[config.mk]
export PLATFORM = sky130hd
export DESIGN_NAME = stx_etx_escaped_frame_decoder_top
export DESIGN_NICKNAME = d
export VERILOG_FILES = /design/src/hw/rtl/sefd_pkg.sv /design/src/hw/rtl/sefd_in_stage.sv /design/src/hw/rtl/sefd_decode.sv /design/src/hw/rtl/sefd_out_stage.sv /design/src/hw/rtl/stx_etx_escaped_frame_decoder_top.sv
export SDC_FILE = /design/constraint.sdc
export NUM_CORES = 1
export LEC_CHECK = 0
export ABC_AREA = 1
export BUFFER_PORTS_ARGS = -buffer_cell sky130_fd_sc_hd__buf_4
export CORE_ASPECT_RATIO = 1.4
export CORE_UTILIZATION = 55
export DETAILED_ROUTE_END_ITERATION = 6
export PLACE_DENSITY = 0.76
export RECOVER_POWER = 50
export SLEW_MARGIN = 20
export SYNTH_ARGS = -nofsm -noshare
export SYNTH_HDL_FRONTEND = slang
export SYNTH_SLANG_ARGS = --single-unit
[constraint.sdc]
create_clock -name clk -period 15 [get_ports clk]
set_input_delay 2.25 -clock clk [delete_from_list [all_inputs] [get_ports clk]]
set_output_delay 2.25 -clock clk [all_outputs]
set_load 0.01 [all_outputs]
[src/hw/rtl/sefd_pkg.sv]
// ----------------------------------------------------------------------------
// sefd_pkg
// Shared types and byte codes for the stx/etx escaped frame decoder.
// ----------------------------------------------------------------------------
package sefd_pkg;

  localparam logic [7:0] STX_BYTE   = 8'h02;
  localparam logic [7:0] ETX_BYTE   = 8'h03;
  localparam logic [7:0] ESC_BYTE   = 8'h7D;
  localparam logic [7:0] ESC_XOR    = 8'h20;
  localparam logic [3:0] FULL_COUNT = 4'd8;
  localparam int         FIELD_BYTES = 6;
  localparam logic [3:0] FIELD_FIRST = 4'd2;

  typedef struct packed {
    logic [7:0] rx_byte;
    logic       chunk_end;
  } sefd_in_t;

  typedef struct packed {
    logic [15:0]        tab_id;
    logic signed [31:0] encoder_count;
    logic               frame_short;
  } sefd_out_t;

  // decoder status seen by the top level
  typedef struct packed {
    logic       in_frame;
    logic       escape_pending;
    logic [3:0] decoded_index;
  } sefd_status_t;

endpackage

[src/hw/rtl/sefd_in_stage.sv]
// ----------------------------------------------------------------------------
// sefd_in_stage
// Input register: holds one accepted byte request until the decoder steps it.
// ----------------------------------------------------------------------------
module sefd_in_stage (
  input  logic              clk,
  input  logic              rst_n,
  input  logic              in_valid,
  output logic              in_ready,
  input  sefd_pkg::sefd_in_t in_data,
  input  logic              advance,
  output logic              s1_valid,
  output sefd_pkg::sefd_in_t s1_data
);
  import sefd_pkg::*;

  logic     valid_r;
  logic     valid_nxt;
  sefd_in_t data_r;

  assign in_ready  = !valid_r || advance;
  assign valid_nxt = in_ready ? in_valid : valid_r;

  always_ff @(posedge clk) begin
    if (!rst_n) begin
      valid_r <= 1'b0;
    end else begin
      valid_r <= valid_nxt;
    end
  end

  always_ff @(posedge clk) begin
    if (in_valid && in_ready) begin
      data_r <= in_data;
    end
  end

  assign s1_valid = valid_r;
  assign s1_data  = data_r;

endmodule

[src/hw/rtl/sefd_decode.sv]
// ----------------------------------------------------------------------------
// sefd_decode
// Frame state and single-pass byte decode; produces at most one result a step.
// ----------------------------------------------------------------------------
module sefd_decode (
  input  logic                  clk,
  input  logic                  rst_n,
  input  logic                  step,
  input  sefd_pkg::sefd_in_t    s1_data,
  output logic                  res_valid,
  output sefd_pkg::sefd_out_t   res_data,
  output sefd_pkg::sefd_status_t status
);
  import sefd_pkg::*;

  logic        in_frame_r, in_frame_nxt;
  logic        esc_r, esc_nxt;
  logic [3:0]  idx_r, idx_nxt;
  logic [47:0] fb_r, fb_nxt;

  logic        put_en;
  logic [7:0]  put_val;
  logic [3:0]  idx_put;
  logic [47:0] fb_put;
  logic [7:0]  b;

  assign b = s1_data.rx_byte;

  // which decoded byte, if any, this request appends, and whether it yields a result
  always_comb begin
    put_en    = 1'b0;
    put_val   = b;
    res_valid = 1'b0;
    if (b != STX_BYTE && in_frame_r) begin
      if (b == ETX_BYTE) begin
        put_en    = esc_r;
        put_val   = ETX_BYTE ^ ESC_XOR;
        res_valid = 1'b1;
      end else if (esc_r) begin
        put_en  = 1'b1;
        put_val = b ^ ESC_XOR;
      end else if (b != ESC_BYTE) begin
        put_en = 1'b1;
      end
    end
  end

  always_comb begin
    fb_put  = fb_r;
    idx_put = idx_r;
    if (put_en) begin
      for (int k = 0; k < FIELD_BYTES; k++) begin
        if (idx_r == FIELD_FIRST + 4'(k)) begin
          fb_put[k*8 +: 8] = put_val;
        end
      end
      if (idx_r < FULL_COUNT) begin
        idx_put = idx_r + 4'd1;
      end
    end
  end

  always_comb begin
    in_frame_nxt = in_frame_r;
    esc_nxt      = esc_r;
    idx_nxt      = idx_put;
    fb_nxt       = fb_put;
    if (b == STX_BYTE) begin
      in_frame_nxt = 1'b1;
      esc_nxt      = 1'b0;
      idx_nxt      = 4'd1;
      fb_nxt       = '0;
    end else if (in_frame_r) begin
      if (b == ETX_BYTE) begin
        in_frame_nxt = 1'b0;
        esc_nxt      = 1'b0;
      end else if (esc_r) begin
        esc_nxt = 1'b0;
      end else if (b == ESC_BYTE) begin
        esc_nxt = 1'b1;
      end
    end
    if (s1_data.chunk_end) begin
      in_frame_nxt = 1'b0;
      esc_nxt      = 1'b0;
      idx_nxt      = 4'd0;
    end
  end

  assign res_data.tab_id        = fb_put[15:0];
  assign res_data.encoder_count = $signed(fb_put[47:16]);
  assign res_data.frame_short   = (idx_put < FULL_COUNT);

  always_ff @(posedge clk) begin
    if (!rst_n) begin
      in_frame_r <= 1'b0;
      esc_r      <= 1'b0;
      idx_r      <= 4'd0;
      fb_r       <= '0;
    end else if (step) begin
      in_frame_r <= in_frame_nxt;
      esc_r      <= esc_nxt;
      idx_r      <= idx_nxt;
      fb_r       <= fb_nxt;
    end
  end

  assign status.in_frame       = in_frame_r;
  assign status.escape_pending = esc_r;
  assign status.decoded_index  = idx_r;

endmodule

[src/hw/rtl/sefd_out_stage.sv]
// ----------------------------------------------------------------------------
// sefd_out_stage
// Result register: holds one decoded frame request until it is taken.
// ----------------------------------------------------------------------------
module sefd_out_stage (
  input  logic               clk,
  input  logic               rst_n,
  input  logic               load,
  input  sefd_pkg::sefd_out_t res_data,
  output logic               can_load,
  output logic               out_valid,
  input  logic               out_ready,
  output sefd_pkg::sefd_out_t out_data
);
  import sefd_pkg::*;

  logic      valid_r;
  logic      valid_nxt;
  sefd_out_t data_r;

  assign can_load  = !valid_r || out_ready;
  assign valid_nxt = load ? 1'b1 : (valid_r && !out_ready);

  always_ff @(posedge clk) begin
    if (!rst_n) begin
      valid_r <= 1'b0;
    end else begin
      valid_r <= valid_nxt;
    end
  end

  always_ff @(posedge clk) begin
    if (load) begin
      data_r <= res_data;
    end
  end

  assign out_valid = valid_r;
  assign out_data  = data_r;

endmodule

[src/hw/rtl/stx_etx_escaped_frame_decoder_top.sv]
// ----------------------------------------------------------------------------
// stx_etx_escaped_frame_decoder_top
// Byte-stuffed stx/etx frame decoder: one raw byte per request in, one
// tab id / encoder count result per end byte of an open frame out.
// ----------------------------------------------------------------------------
// path: an accepted byte waits in the input register and, once it steps, its
//   result is loaded into the result register, which drives out_valid
// throughput: one byte per cycle while the result register can load, set by
//   the single decode step between the input register and the result register
// reset: synchronous rst_n clears both stage valids and the frame state
// ----------------------------------------------------------------------------
module stx_etx_escaped_frame_decoder_top (
  input  logic               clk,
  input  logic               rst_n,
  input  logic               in_valid,
  output logic               in_ready,
  input  sefd_pkg::sefd_in_t  in_data,
  output logic               out_valid,
  input  logic               out_ready,
  output sefd_pkg::sefd_out_t out_data
);
  import sefd_pkg::*;

  logic         s1_valid;
  sefd_in_t     s1_data;
  logic         can_load;
  logic         advance;
  logic         res_valid;
  sefd_out_t    res_data;
  sefd_status_t status;

  // the held byte steps the decoder when the result register has room;
  // bytes that produce no result also wait, which keeps ordering simple
  assign advance = s1_valid && can_load;

  // input register, takes a new byte when empty or while the held one steps
  sefd_in_stage u_in (
    .clk      (clk),
    .rst_n    (rst_n),
    .in_valid (in_valid),
    .in_ready (in_ready),
    .in_data  (in_data),
    .advance  (advance),
    .s1_valid (s1_valid),
    .s1_data  (s1_data)
  );

  // frame state and decode logic
  sefd_decode u_dec (
    .clk       (clk),
    .rst_n     (rst_n),
    .step      (advance),
    .s1_data   (s1_data),
    .res_valid (res_valid),
    .res_data  (res_data),
    .status    (status)
  );

  // result register, parts the decode path from the downstream ready
  sefd_out_stage u_out (
    .clk       (clk),
    .rst_n     (rst_n),
    .load      (advance && res_valid),
    .res_data  (res_data),
    .can_load  (can_load),
    .out_valid (out_valid),
    .out_ready (out_ready),
    .out_data  (out_data)
  );

`ifndef SYNTHESIS
  // decoded position saturates at eight
  a_idx_sat: assert property (@(posedge clk) disable iff (!rst_n)
    status.decoded_index <= FULL_COUNT)
    else $error("decoded index above saturation");

  // an escape can only be pending inside a frame
  a_esc_frame: assert property (@(posedge clk) disable iff (!rst_n)
    status.escape_pending |-> status.in_frame)
    else $error("escape pending outside a frame");

  // a result only comes out of an open frame
  a_res_frame: assert property (@(posedge clk) disable iff (!rst_n)
    res_valid |-> status.in_frame)
    else $error("result without an open frame");

  // a stepped chunk end always leaves the decoder idle
  a_chunk_idle: assert property (@(posedge clk) disable iff (!rst_n)
    (advance && s1_data.chunk_end) |=> (!status.in_frame && status.decoded_index == 4'd0))
    else $error("frame survived a chunk end");
`endif

endmodule
==> impl_metrics.json <==
{
  "dr_total_vias": 4218,
  "die_h_um": 118.9,
  "async_flop_share_pct": 0,
  "synthesis.nets": 612,
  "drive_above_1_share_pct": 20.87,
  "rr_worst_depth": 10,
  "post_synth_num_cell_types": 36,
  "status": "complete, no violations",
  "busiest_layer": "met2",
  "yosysSeqAreaShare_pct": 53.36,
  "first_pass_iters": 5,
  "rsz0062_at_grt": "no",
  "peakVddDrop_mv": 0.1007,
  "cts_buffers": 17,
  "synth_flop_cell": "edfxtp_1",
  "synth_area_per_cell_um2": 9.017,
  "synth_top_area_share_pct": 32.46,
  "rows": 42,
  "cp.arrival_ns": 2.96,
  "dieArea_um2": 10160,
  "r2r_slack_ns": 11.14,
  "synth_top_cell_by_area": "edfxtp_1",
  "tns_ns": 0,
  "worstHoldStart": "u_dec.fb_r[5]",
  "crit_path_end_kind": "primary output",
  "setup_viol": 0,
  "cts.htree.levels": 4,
  "drv_cap": 0,
  "grt_max_degree": 57,
  "fin_skew_ns": 0.004083,
  "hold_depth": 2,
  "numClockSinks": 114,
  "grtUsageMet2_pct": 41.00,
  "final_core_util_pct": 64.80,
  "diodes": 0,
  "gp_congestion": 0.8205,
  "post-route-period-util_pct": 34.70,
  "io_buffer_count": 63,
  "clk_path_buf_depth": 2,
  "antenna_found_initial": 0,
  "crit_type": "input port to primary output",
  "wl_per_cell_um": 14.79,
  "ctsHoldBuffers": 0,
  "cts_resized": 0,
  "postPlaceCellArea_um2": 5832,
  "first_global_vias": 4114,
  "whs_endpoint": "u_dec.fb_r[5]",
  "grt_overflow": 0,
  "clkTransAtPathRegs_ns": 0.05,
  "die-width_um": 85.47,
  "routed_wl_um": 11470,
  "fin_crit_ns": 5.205,
  "design_area_um2": 6130,
  "hold_class": "flop to flop",
  "synth_edf_count": 58,
  "final_nets": 670,
  "worstSkewPairLatency_ns": 0.41,
  "cts-root-buf": "clkbuf_16",
  "slew_violations": 0,
  "coreArea_um2": 9459,
  "post_cts_buffers": 0,
  "path_max_fanout": 3,
  "synth.ff_latch_count": 114,
  "start_util_pct": 56.72,
  "leakage_nw": 2.108,
  "powerDensity_nw_per_um2": 120.4,
  "io_pins": 64,
  "r2r-end": "u_dec.fb_r[44]",
  "cp_slowest_stage_delay_ns": 0.30,
  "timing.fmax_mhz": 192.1,
  "drtAntennaViolNets": 0,
  "timing.rr.start": "u_in.s1_data[1]",
  "synth_cells": 595,
  "avgViaCountPerCell": 5.436,
  "drc": 0,
  "grt_util_met3_pct": 6.168,
  "place_hpwl_um": 7185,
  "start_kind": "input port",
  "slew_headroom_pct": 23.64,
  "drtIter0Drc": 407,
  "crit_slowest_cell": "or2_2",
  "grt_use_total_pct": 24.16,
  "met1_usage_pct": 26.73,
  "critical_path.top_delay_family": "simple AND/OR/NAND/NOR gates",
  "synth_warnings": 0,
  "hold_viol_final": 0,
  "required_ns": 12.75,
  "grt_pass1_wl_um": 18520,
  "tightest_slew_ns": 1.144,
  "cp_num_buf_inv": 3,
  "area_growth_syn_to_layout_pct": 14.25,
  "tritoncts": "yes",
  "syn-cell-area_um2": 5365,
  "synth_area_leaders": "edfxtp_1 (32%), dfxtp_1 (21%), nand2_1 (15%)",
  "cp_cell_sequence": "clkbuf_4 > or2_2 > inv_1 > nand2_1 > buf_4"
}
## worst reg2reg max path, stage by stage (launching register included)
cell and delay (ns):
edfxtp_1 0.36, inv_1 0.19, nand3_2 0.13, nor2_1 0.12, nor2_1 0.54, nand2_1 0.84
inv_1 1.16, nand2_1 0.11, nand2_1 0.15, nand2_1 0.07, a21oi_1 0.14
## sequential cells by signal, summed over array words and instances (netlist names)
signal            flops
u_dec.esc_r           1
u_dec.fb_r           48
u_dec.idx_r           4
u_dec.in_frame_r      1
u_in.s1_data          9
u_in.s1_valid         1
u_out.out_data       49
u_out.out_valid       1
## report_power, final
| part | internal [mW] | switching, mW | leakage, nW |
|---|---|---|---|
| combinational | 0.00396 | 0.0146 | 0.959 |
| sequential | 0.327 | 0.00121 | 0.875 |
| clock | 0.257 | 0.134 | 0.274 |
| total | 0.588 | 0.150 | 2.11 |
## layout make-up
cell class	count	area, µm²
clock buffer	19	432.9
clock inverter	13	142.6
fill	826	3329
inverter	30	112.6
multi-input combinational	422	2092
sequential	114	2863
tap	110	137.6
timing repair buffer	68	349.1
## placed cells by master (no fill, tap or decap), types with 5 or more instances in the layout
cell type,count
nand2_1,219
edfxtp_1,58
dfxtp_1,56
clkbuf_1,45
nand2_2,41
o21ai_0,41
a21oi_1,30
a21oi_2,24
inv_1,22
clkbuf_16,17
nor2_1,16
buf_4,15
clkbuf_4,10
nand3_1,9
inv_2,8
nand4_1,7
clkinv_1,5
## worst max-delay path by stage
stage          startpoint                 to  cells past startpoint  slack, ns
2_1_floorplan   out_ready  u_out.out_data[0]                      4       7.05
3_3_place_gp    out_ready           in_ready                      5       9.81
3_5_place_dp    out_ready           in_ready                      5       9.79
4_1_cts         out_ready           in_ready                      5       9.79
5_1_grt         out_ready           in_ready                      5       9.74
6_report        out_ready           in_ready                      5       9.79
## synth_stat cells, drive strengths merged, types with 2 or more instances
| library cell | number |
|---|---|
| inv | 30 |
| dfxtp | 56 |
| nand3 | 10 |
| clkbuf | 13 |
| o21ai | 45 |
| or2 | 2 |
| nor2 | 21 |
| buf | 16 |
| and2 | 6 |
| nand3b | 2 |
| a21oi | 54 |
| nand4 | 7 |
| nand2 | 263 |
| edfxtp | 58 |
| ha | 4 |
## cell families after synthesis
kind of cell    Yosys count  synth area share, %
simple gates            313                27.22
buf+inv                  59                5.737
flops                   114                53.36
xor+xnor                  2               0.3266
compound gates          103                12.43
fa+ha+maj                 4               0.9329
## metrics by stage
step | hold slack [ns] | instances | power (mW) | setup slack [ns]
6_report | 0.4654 | 776 | 0.7378 | 9.795
3_3_place_gp | 0.4516 | 744 | 0.3533 | 9.814
4_1_cts | 0.4668 | 776 | 0.7423 | 9.786
5_1_grt | 0.4907 | 776 | 0.7575 | 9.743
3_5_place_dp | 0.4581 | 744 | 0.3535 | 9.791
2_1_floorplan | 0.4453 | 595 | 0.3460 | 7.051
## routing by layer
| metal | part of all wire (%) | vias to the layer above |
|---|---|---|
| met4 | 4.0 | 0 |
| met2 | 51 | 166 |
| met3 | 5.9 | 36 |
| met5 | 0 | - |
| li1 | - | 2073 |
| met1 | 39 | 1943 |
Power figures use the tool's default switching activity.
